## config.mk

```make
export PLATFORM = sky130hd
export DESIGN_NAME = k_bit_value_packer_unit
export DESIGN_NICKNAME = d
export VERILOG_FILES = /design/src/rtl/kbp_pkg.sv /design/src/rtl/kbp_in_stage.sv /design/src/rtl/kbp_xform.sv /design/src/rtl/kbp_out_stage.sv /design/src/rtl/k_bit_value_packer_unit.sv
export VERILOG_INCLUDE_DIRS = /design/src /design/src/rtl
export SDC_FILE = /design/constraint.sdc
export NUM_CORES = 1
export LEC_CHECK = 0
export ABC_AREA = 1
export CAP_MARGIN = 20
export CORE_UTILIZATION = 54
export DETAILED_ROUTE_END_ITERATION = 16
export DONT_BUFFER_PORTS = 1
export PLACE_DENSITY = 0.7
export RECOVER_POWER = 25
export SLEW_MARGIN = 20
export SYNTH_ARGS = -nofsm -noshare
export SYNTH_HDL_FRONTEND = slang
export SYNTH_HIERARCHICAL = 1
export SYNTH_SLANG_ARGS = --single-unit
export TNS_END_PERCENT = 30
```

## constraint.sdc

```tcl
create_clock -name clk -period 16.1 [get_ports clk]
set_input_delay 4.025 -clock clk [delete_from_list [all_inputs] [get_ports clk]]
set_output_delay 4.025 -clock clk [all_outputs]
set_load 0.005 [all_outputs]
```

## src/rtl/k_bit_value_packer_unit_macros.svh

```systemverilog
// Assertion macros shared by the K-bit packer RTL.
// No dependencies; included by modules that carry assertions.
`ifndef K_BIT_VALUE_PACKER_UNIT_MACROS_SVH
`define K_BIT_VALUE_PACKER_UNIT_MACROS_SVH

// Same-cycle implication, disabled in reset
`define KBP_ASSERT_IMPLY(label, clk, rst_n, ante, cons, msg) \
  label: assert property (@(posedge clk) disable iff (!rst_n) (ante) |-> (cons)) \
    else $error(msg);

// Next-cycle implication, disabled in reset
`define KBP_ASSERT_NEXT(label, clk, rst_n, ante, cons, msg) \
  label: assert property (@(posedge clk) disable iff (!rst_n) (ante) |=> (cons)) \
    else $error(msg);

`endif

```

## src/rtl/kbp_pkg.sv

```systemverilog
// Shared types and constants for the K-bit value packer.
// No dependencies; imported by every module of the block.
`timescale 1ns / 1ps
`default_nettype none

package kbp_pkg;

  localparam int unsigned NUM_LANES  = 8;
  localparam int unsigned CFG_IDX_W  = 1;
  localparam int unsigned CFG_DATA_W = 4;

  typedef logic [7:0]            octet_t;
  typedef octet_t [NUM_LANES-1:0] octet_vec_t;
  typedef logic [3:0]            kwidth_t;
  typedef logic [CFG_IDX_W-1:0]  cfg_idx_t;
  typedef logic [CFG_DATA_W-1:0] cfg_data_t;

  localparam cfg_idx_t REG_VALUE_WIDTH = 1'b0;
  localparam cfg_idx_t REG_DIRECTION   = 1'b1;

  localparam logic DIR_PACK   = 1'b0;
  localparam logic DIR_UNPACK = 1'b1;

  localparam kwidth_t K_MIN = 4'd1;
  localparam kwidth_t K_MAX = 4'd8;

endpackage

`default_nettype wire

```

## src/rtl/kbp_in_stage.sv

```systemverilog
// Input register of the K-bit packer: captures one item per accepted handshake.
// Depends on kbp_pkg.
`timescale 1ns / 1ps
`default_nettype none

module kbp_in_stage (
  input  wire logic               clk,
  input  wire logic               rst_n,
  input  wire logic               in_valid,
  output logic                    in_stall,
  input  wire kbp_pkg::octet_vec_t in_data,
  input  wire logic               down_ready,
  output logic                    s1_valid,
  output kbp_pkg::octet_vec_t     s1_data
);
  import kbp_pkg::*;

  logic       valid_r, valid_nxt;
  octet_vec_t data_r;
  logic       load;

  assign in_stall = valid_r && !down_ready;
  assign load     = in_valid && !in_stall;

  always_comb begin
    valid_nxt = valid_r;
    if (load) begin
      valid_nxt = 1'b1;
    end else if (down_ready) begin
      valid_nxt = 1'b0;
    end
  end

  always_ff @(posedge clk) begin
    if (!rst_n) begin
      valid_r <= 1'b0;
    end else begin
      valid_r <= valid_nxt;
    end
  end

  always_ff @(posedge clk) begin
    if (load) begin
      data_r <= in_data;
    end
  end

  assign s1_valid = valid_r;
  assign s1_data  = data_r;

endmodule

`default_nettype wire

```

## src/rtl/kbp_xform.sv

```systemverilog
// Pack and unpack bit placement for K from 1 to 8.
// Depends on kbp_pkg.
`timescale 1ns / 1ps
`default_nettype none

module kbp_xform (
  input  wire kbp_pkg::octet_vec_t src,
  input  wire kbp_pkg::kwidth_t    k,
  input  wire logic                dir,
  output kbp_pkg::octet_vec_t      dst,
  output kbp_pkg::kwidth_t         count
);
  import kbp_pkg::*;

  octet_vec_t packed_y;
  octet_vec_t unpacked_v;

  always_comb begin
    packed_y = '0;
    case (k)
      4'd1: begin
        for (int i = 0; i < 8; i++) begin
          packed_y[0][i] = src[i][0];
        end
      end
      4'd2: begin
        for (int g = 0; g < 2; g++) begin
          packed_y[g] = {src[4*g+3][1:0], src[4*g+2][1:0], src[4*g+1][1:0], src[4*g][1:0]};
        end
      end
      4'd3: begin
        packed_y[0] = {src[2][1:0], src[1][2:0], src[0][2:0]};
        packed_y[1] = {src[5][2], src[2][2], src[4][2:0], src[3][2:0]};
        packed_y[2] = {src[5][1:0], src[7][2:0], src[6][2:0]};
      end
      4'd4: begin
        for (int g = 0; g < 4; g++) begin
          packed_y[g] = {src[2*g+1][3:0], src[2*g][3:0]};
        end
      end
      4'd5: begin
        for (int g = 0; g < 4; g++) begin
          packed_y[g] = {src[2*g+1][4:2], src[2*g][4:0]};
        end
        packed_y[4] = {src[7][1:0], src[5][1:0], src[3][1:0], src[1][1:0]};
      end
      4'd6: begin
        for (int g = 0; g < 2; g++) begin
          packed_y[3*g]   = {src[4*g+1][5:4], src[4*g][5:0]};
          packed_y[3*g+1] = {src[4*g+2][3:0], src[4*g+1][3:0]};
          packed_y[3*g+2] = {src[4*g+2][5:4], src[4*g+3][5:0]};
        end
      end
      4'd7: begin
        packed_y[0] = {src[1][6], src[0][6:0]};
        packed_y[1] = {src[2][5:4], src[1][5:0]};
        packed_y[2] = {src[2][6], src[3][6:0]};
        packed_y[3] = {src[6][3:0], src[2][3:0]};
        packed_y[4] = {src[5][6], src[4][6:0]};
        packed_y[5] = {src[6][5:4], src[5][5:0]};
        packed_y[6] = {src[6][6], src[7][6:0]};
      end
      default: begin
        packed_y = src;
      end
    endcase
  end

  always_comb begin
    unpacked_v = '0;
    case (k)
      4'd1: begin
        for (int i = 0; i < 8; i++) begin
          unpacked_v[i] = {7'd0, src[0][i]};
        end
      end
      4'd2: begin
        for (int i = 0; i < 8; i++) begin
          unpacked_v[i] = {6'd0, src[i/4][2*(i%4) +: 2]};
        end
      end
      4'd3: begin
        unpacked_v[0] = {5'd0, src[0][2:0]};
        unpacked_v[1] = {5'd0, src[0][5:3]};
        unpacked_v[2] = {5'd0, src[1][6], src[0][7:6]};
        unpacked_v[3] = {5'd0, src[1][2:0]};
        unpacked_v[4] = {5'd0, src[1][5:3]};
        unpacked_v[5] = {5'd0, src[1][7], src[2][7:6]};
        unpacked_v[6] = {5'd0, src[2][2:0]};
        unpacked_v[7] = {5'd0, src[2][5:3]};
      end
      4'd4: begin
        for (int g = 0; g < 4; g++) begin
          unpacked_v[2*g]   = {4'd0, src[g][3:0]};
          unpacked_v[2*g+1] = {4'd0, src[g][7:4]};
        end
      end
      4'd5: begin
        for (int g = 0; g < 4; g++) begin
          unpacked_v[2*g]   = {3'd0, src[g][4:0]};
          unpacked_v[2*g+1] = {3'd0, src[g][7:5], src[4][2*g +: 2]};
        end
      end
      4'd6: begin
        for (int g = 0; g < 2; g++) begin
          unpacked_v[4*g]   = {2'd0, src[3*g][5:0]};
          unpacked_v[4*g+1] = {2'd0, src[3*g][7:6], src[3*g+1][3:0]};
          unpacked_v[4*g+2] = {2'd0, src[3*g+2][7:6], src[3*g+1][7:4]};
          unpacked_v[4*g+3] = {2'd0, src[3*g+2][5:0]};
        end
      end
      4'd7: begin
        unpacked_v[0] = {1'b0, src[0][6:0]};
        unpacked_v[1] = {1'b0, src[0][7], src[1][5:0]};
        unpacked_v[2] = {1'b0, src[2][7], src[1][7:6], src[3][3:0]};
        unpacked_v[3] = {1'b0, src[2][6:0]};
        unpacked_v[4] = {1'b0, src[4][6:0]};
        unpacked_v[5] = {1'b0, src[4][7], src[5][5:0]};
        unpacked_v[6] = {1'b0, src[6][7], src[5][7:6], src[3][7:4]};
        unpacked_v[7] = {1'b0, src[6][6:0]};
      end
      default: begin
        unpacked_v = src;
      end
    endcase
  end

  assign dst   = (dir == DIR_UNPACK) ? unpacked_v : packed_y;
  assign count = (dir == DIR_UNPACK) ? K_MAX : k;

endmodule

`default_nettype wire

```

## src/rtl/kbp_out_stage.sv

```systemverilog
// Result register of the K-bit packer: holds one result item until taken.
// Depends on kbp_pkg.
`timescale 1ns / 1ps
`default_nettype none

module kbp_out_stage (
  input  wire logic                clk,
  input  wire logic                rst_n,
  input  wire logic                s1_valid,
  input  wire kbp_pkg::octet_vec_t res_data,
  input  wire kbp_pkg::kwidth_t    res_count,
  output logic                     up_ready,
  output logic                     out_valid,
  input  wire logic                out_stall,
  output kbp_pkg::octet_vec_t      out_data,
  output kbp_pkg::kwidth_t         out_count
);
  import kbp_pkg::*;

  logic       valid_r, valid_nxt;
  octet_vec_t data_r;
  kwidth_t    count_r;
  logic       load;

  assign up_ready = !valid_r || !out_stall;
  assign load     = s1_valid && up_ready;

  always_comb begin
    valid_nxt = valid_r;
    if (load) begin
      valid_nxt = 1'b1;
    end else if (!out_stall) begin
      valid_nxt = 1'b0;
    end
  end

  always_ff @(posedge clk) begin
    if (!rst_n) begin
      valid_r <= 1'b0;
    end else begin
      valid_r <= valid_nxt;
    end
  end

  always_ff @(posedge clk) begin
    if (load) begin
      data_r  <= res_data;
      count_r <= res_count;
    end
  end

  assign out_valid = valid_r;
  assign out_data  = data_r;
  assign out_count = count_r;

endmodule

`default_nettype wire

```

## src/rtl/k_bit_value_packer_unit.sv

```systemverilog
// Top level of the K-bit value packer: config registers, input register,
// pack/unpack logic and result register. Depends on kbp_pkg and the stage modules.
//
// Packs eight K-bit values into K bytes, or unpacks K bytes into eight values,
// with K and direction set through the configuration port; the user must set them
// only while the block is idle, as the block itself does not enforce it. One item
// is accepted every cycle while in_stall is low. An accepted item sits in the
// input register, passes the pack/unpack logic into the result register and leaves
// when out_stall is low. A stalled result holds the pipeline without losing items.
`timescale 1ns / 1ps
`default_nettype none

`include "k_bit_value_packer_unit_macros.svh"

module k_bit_value_packer_unit (
  input  wire logic               clk,
  input  wire logic               rst_n,
  input  wire logic               cfg_we,
  input  wire kbp_pkg::cfg_idx_t  cfg_index,
  input  wire kbp_pkg::cfg_data_t cfg_data,
  input  wire logic               in_valid,
  output logic                    in_stall,
  input  wire logic [7:0]         in_byte0,
  input  wire logic [7:0]         in_byte1,
  input  wire logic [7:0]         in_byte2,
  input  wire logic [7:0]         in_byte3,
  input  wire logic [7:0]         in_byte4,
  input  wire logic [7:0]         in_byte5,
  input  wire logic [7:0]         in_byte6,
  input  wire logic [7:0]         in_byte7,
  output logic                    out_valid,
  input  wire logic               out_stall,
  output logic [7:0]              out_byte0,
  output logic [7:0]              out_byte1,
  output logic [7:0]              out_byte2,
  output logic [7:0]              out_byte3,
  output logic [7:0]              out_byte4,
  output logic [7:0]              out_byte5,
  output logic [7:0]              out_byte6,
  output logic [7:0]              out_byte7,
  output logic [3:0]              out_byte_count
);
  import kbp_pkg::*;

  kwidth_t    value_width_r;
  logic       direction_r;
  kwidth_t    k_eff;
  octet_vec_t in_data;
  octet_vec_t s1_data;
  octet_vec_t res_data;
  octet_vec_t out_data;
  kwidth_t    res_count;
  logic       s1_valid;
  logic       down_ready;

  always_ff @(posedge clk) begin
    if (!rst_n) begin
      value_width_r <= K_MAX;
      direction_r   <= DIR_PACK;
    end else if (cfg_we) begin
      unique case (cfg_index)
        REG_VALUE_WIDTH: value_width_r <= cfg_data;
        REG_DIRECTION:   direction_r   <= cfg_data[0];
        default: ;
      endcase
    end
  end

  always_comb begin
    k_eff = value_width_r;
    if (value_width_r == '0) begin
      k_eff = K_MIN;
    end else if (value_width_r > K_MAX) begin
      k_eff = K_MAX;
    end
  end

  assign in_data = {in_byte7, in_byte6, in_byte5, in_byte4,
                    in_byte3, in_byte2, in_byte1, in_byte0};

  kbp_in_stage u_in (
    .clk        (clk),
    .rst_n      (rst_n),
    .in_valid   (in_valid),
    .in_stall   (in_stall),
    .in_data    (in_data),
    .down_ready (down_ready),
    .s1_valid   (s1_valid),
    .s1_data    (s1_data)
  );

  kbp_xform u_xform (
    .src   (s1_data),
    .k     (k_eff),
    .dir   (direction_r),
    .dst   (res_data),
    .count (res_count)
  );

  kbp_out_stage u_out (
    .clk       (clk),
    .rst_n     (rst_n),
    .s1_valid  (s1_valid),
    .res_data  (res_data),
    .res_count (res_count),
    .up_ready  (down_ready),
    .out_valid (out_valid),
    .out_stall (out_stall),
    .out_data  (out_data),
    .out_count (out_byte_count)
  );

  assign out_byte0 = out_data[0];
  assign out_byte1 = out_data[1];
  assign out_byte2 = out_data[2];
  assign out_byte3 = out_data[3];
  assign out_byte4 = out_data[4];
  assign out_byte5 = out_data[5];
  assign out_byte6 = out_data[6];
  assign out_byte7 = out_data[7];

  `KBP_ASSERT_IMPLY(a_stall_needs_item, clk, rst_n, in_stall,
                    s1_valid && out_valid && out_stall, "input stalled without a held item")
  `KBP_ASSERT_NEXT(a_item_moves_on, clk, rst_n, s1_valid && !in_stall,
                   out_valid, "held item did not reach result register")
  `KBP_ASSERT_IMPLY(a_pack_count, clk, rst_n, out_valid && (direction_r == DIR_PACK),
                    out_byte_count == k_eff, "pack byte count differs from K")
  `KBP_ASSERT_IMPLY(a_unpack_count, clk, rst_n, out_valid && (direction_r == DIR_UNPACK),
                    out_byte_count == K_MAX, "unpack byte count is not eight")
  `KBP_ASSERT_IMPLY(a_pack_tail_zero, clk, rst_n,
                    out_valid && (direction_r == DIR_PACK) && (k_eff != K_MAX),
                    out_byte7 == '0, "unused packed byte not zero")

endmodule

`default_nettype wire
```

==> flow_summary.ini <==
[run_status]
status = finished with violations
violations = max-capacitance violations, max-slew violations

[grt]
grt_max_degree = 44
antenna_found_initial = 0
grt_pass1_vias = 6177
grt_usage_pct = 35.4
grt_pass1_wl_um = 36100
overflow = 0

[die]
ioPinCount = 144
die_x_um = 118
row_count = 42
start_util_pct = 55.2
floorplan.core_area_um2 = 13200
fp.dieH_um = 118
dieArea_um2 = 14000

[clock_tree]
cts_max_level = 4
cts_tree = yes
postCtsSetupBuffers = 0
cts-root-buf = clkbuf_16
clk_path_buf_depth = 2
ctsHoldBuffers = 0
cts_resized = 0
clkTransAtPathRegs_ps = 60
cts_sinks = 139
clkLatencyLatePin_ps = 430
cts_buffers = 17

[timing]
fmax_mhz = 120
final.period_utilization_pct = 51.5
fin_skew_ps = 10.7
fin_setup_tns_ps = 0
relSlewSlack_pct = -15.5
rsz0062_at_grt = no
worst_pin_slew_ps = 1730
slew_viol_final = 20
final.min_clock_period_ps = 8300
report.final.setup_viol = 0
hold_violations = 0

[synth]
synth-seq-cells = 139
avgSynthCellArea_um2 = 8.26
ys_types = 25
ys_seq_area_share_pct = 56.3
synth.top_cell.area_share_pct = 54.4
synthCells = 882
synth_ff_type = edfxtp_1
async_reset_ff_share_pct = 0
synth_area_um2 = 7280
postSynthNetCount = 956
synth_largest_area_cell = edfxtp_1
synthTopCellsByArea = edfxtp_1 (54%), nand2_1 (14%), o21ai_0 (7.1%), nand3_1 (6.0%), nor2_1 (5.0%)
synth_edf_count = 132
yosysWarnings = 6

[layout]
stdcell_area_um2 = 7990
fin_nets = 953
drive_gt1_share_pct = 5.04
area_growth_pct = 9.69

[drt]
wire_per_inst_um = 22.8
drc = 0
antenna_left = 0
wl_met3_um = 3450
detail_route.iter0.violations = 1041
routed_wl_um = 24400
top_layer_used = met4
dr.pass1.iters = 6
vias = 6641
via_per_inst = 6.21
wl_met2_um = 10200
drt-met1-wl_um = 9670

[worst_setup_path]
cp-end-kind = output port
startpoint = out_stall
cp.arrival_ps = 4270
critical-path-max-stage-delay_ps = 80
crit_buf_inv = 2
cp_slowest_cell = inv_2
r2r_start = value_width_r[2]
path_delay_family = buffers and inverters
worstSetupStartpointType = input port
cpMostUsedCell = nand2_2
path_max_fanout = 2
path_class = in -> out
worstPathCellList = nand2_2 > inv_1 > nand2_2 > inv_2
cp.required_ps = 12070

[place]
port_buffers = 0
place_hpwl_um = 16600
dpl_cell_area_um2 = 7460
gp_congestion = 0.948

[pwr]
p_leak_uw = 0.00336
ir_worst_vdd_v = 0.0000871
p_per_area_nw_per_um2 = 108

[min_path]
hold_class = reg -> reg
hp-start = u_in/s1_data[0]

[job]
cap_violations = 2
-- cells by family after synthesis --
family,count (synthesis),share of synthesized area (%)
flip-flops,139,56.3
AO/OA/AOI/OAI,133,9.60
buffers and inverters,126,6.90
AND/OR/NAND/NOR,484,27.2
-- layout make-up --
class / instances / area (um^2)
clock inverter: 13 / 125
timing repair buffer: 12 / 75.1
sequential: 139 / 4100
tap: 176 / 220
inverter: 92 / 345
multi-input combinational: 617 / 2690
fill: 1170 / 5200
clock buffer: 19 / 433
antenna: 1 / 2.50
-- placed cells by master, fill, tap and decap left out, drive strengths merged, types with 2 or more instances in the layout --
cell,synthesis,final
dfxtp,7,7
bufinv,0,2
nand3,88,88
a21oi,15,15
clkinv,0,7
inv,92,94
nand4,6,6
clkbuf,12,23
edfxtp,132,132
clkinvlp,0,2
o211ai,5,5
o22ai,7,7
nand2,284,284
buf,22,8
o21ai,104,104
nor2,105,105
-- synthesized netlist by cell type, types with 5 or more instances --
| library cell | count |
|---|---|
| o22ai_1 | 7 |
| inv_1 | 88 |
| clkbuf_1 | 11 |
| nand4_1 | 6 |
| nor2_2 | 5 |
| edfxtp_1 | 132 |
| nand3_1 | 88 |
| nand2_1 | 281 |
| o21ai_0 | 103 |
| buf_2 | 20 |
| dfxtp_1 | 7 |
| nor2_1 | 98 |
| o211ai_1 | 5 |
| a21oi_1 | 14 |
-- power breakdown --
group | internal (uW) | leakage, uW | switching (uW) | total, uW
sequential | 421 | 0.00132 | 18.0 | 439
combinational | 12.8 | 0.00178 | 41.6 | 54.4
clock | 226 | 0.000265 | 147 | 373
total | 660 | 0.00336 | 207 | 867
-- final timing paths --
path / cells after the start / slack (ps) / end
setup / recovery: 4 / 7800 / in_stall
setup reg to reg: 11 / 10600 / u_out/out_data[20]
hold / removal: 0 / 430 / u_out/out_data[0]
hold reg to reg: 0 / 430 / u_out/out_data[0]
-- per-stage QoR --
| step | power, uW | utilization, % | worst slack, ps | hold slack (ps) | cells |
|---|---|---|---|---|---|
| floorplan | 476 | - | 7850 | 450 | 882 |
| global placement | 498 | 56.5 | 7800 | 407 | 1036 |
| detailed placement | 499 | 56.5 | 7800 | 417 | 1036 |
| CTS | 869 | 60.8 | 7800 | 431 | 1068 |
| global route | 890 | 60.6 | 7760 | 451 | 1068 |
| finish | 867 | 60.6 | 7800 | 426 | 1069 |
-- state kept, by name, indices dropped and copies added, names as in the netlist --
signal and count:
u_out/out_data 64, value_width_r 4, u_in/s1_data 64, u_out/out_valid 1
u_out/out_count 4, u_in/s1_valid 1, direction_r 1
-- per-layer routing --
layer,vias to the layer above,GRT usage [%]
li1,2921,-
met1,3034,48.3
met2,587,49.6
met3,99,12.2
met4,0,18.9
met5,-,0
(Power assumes the default switching activity.)
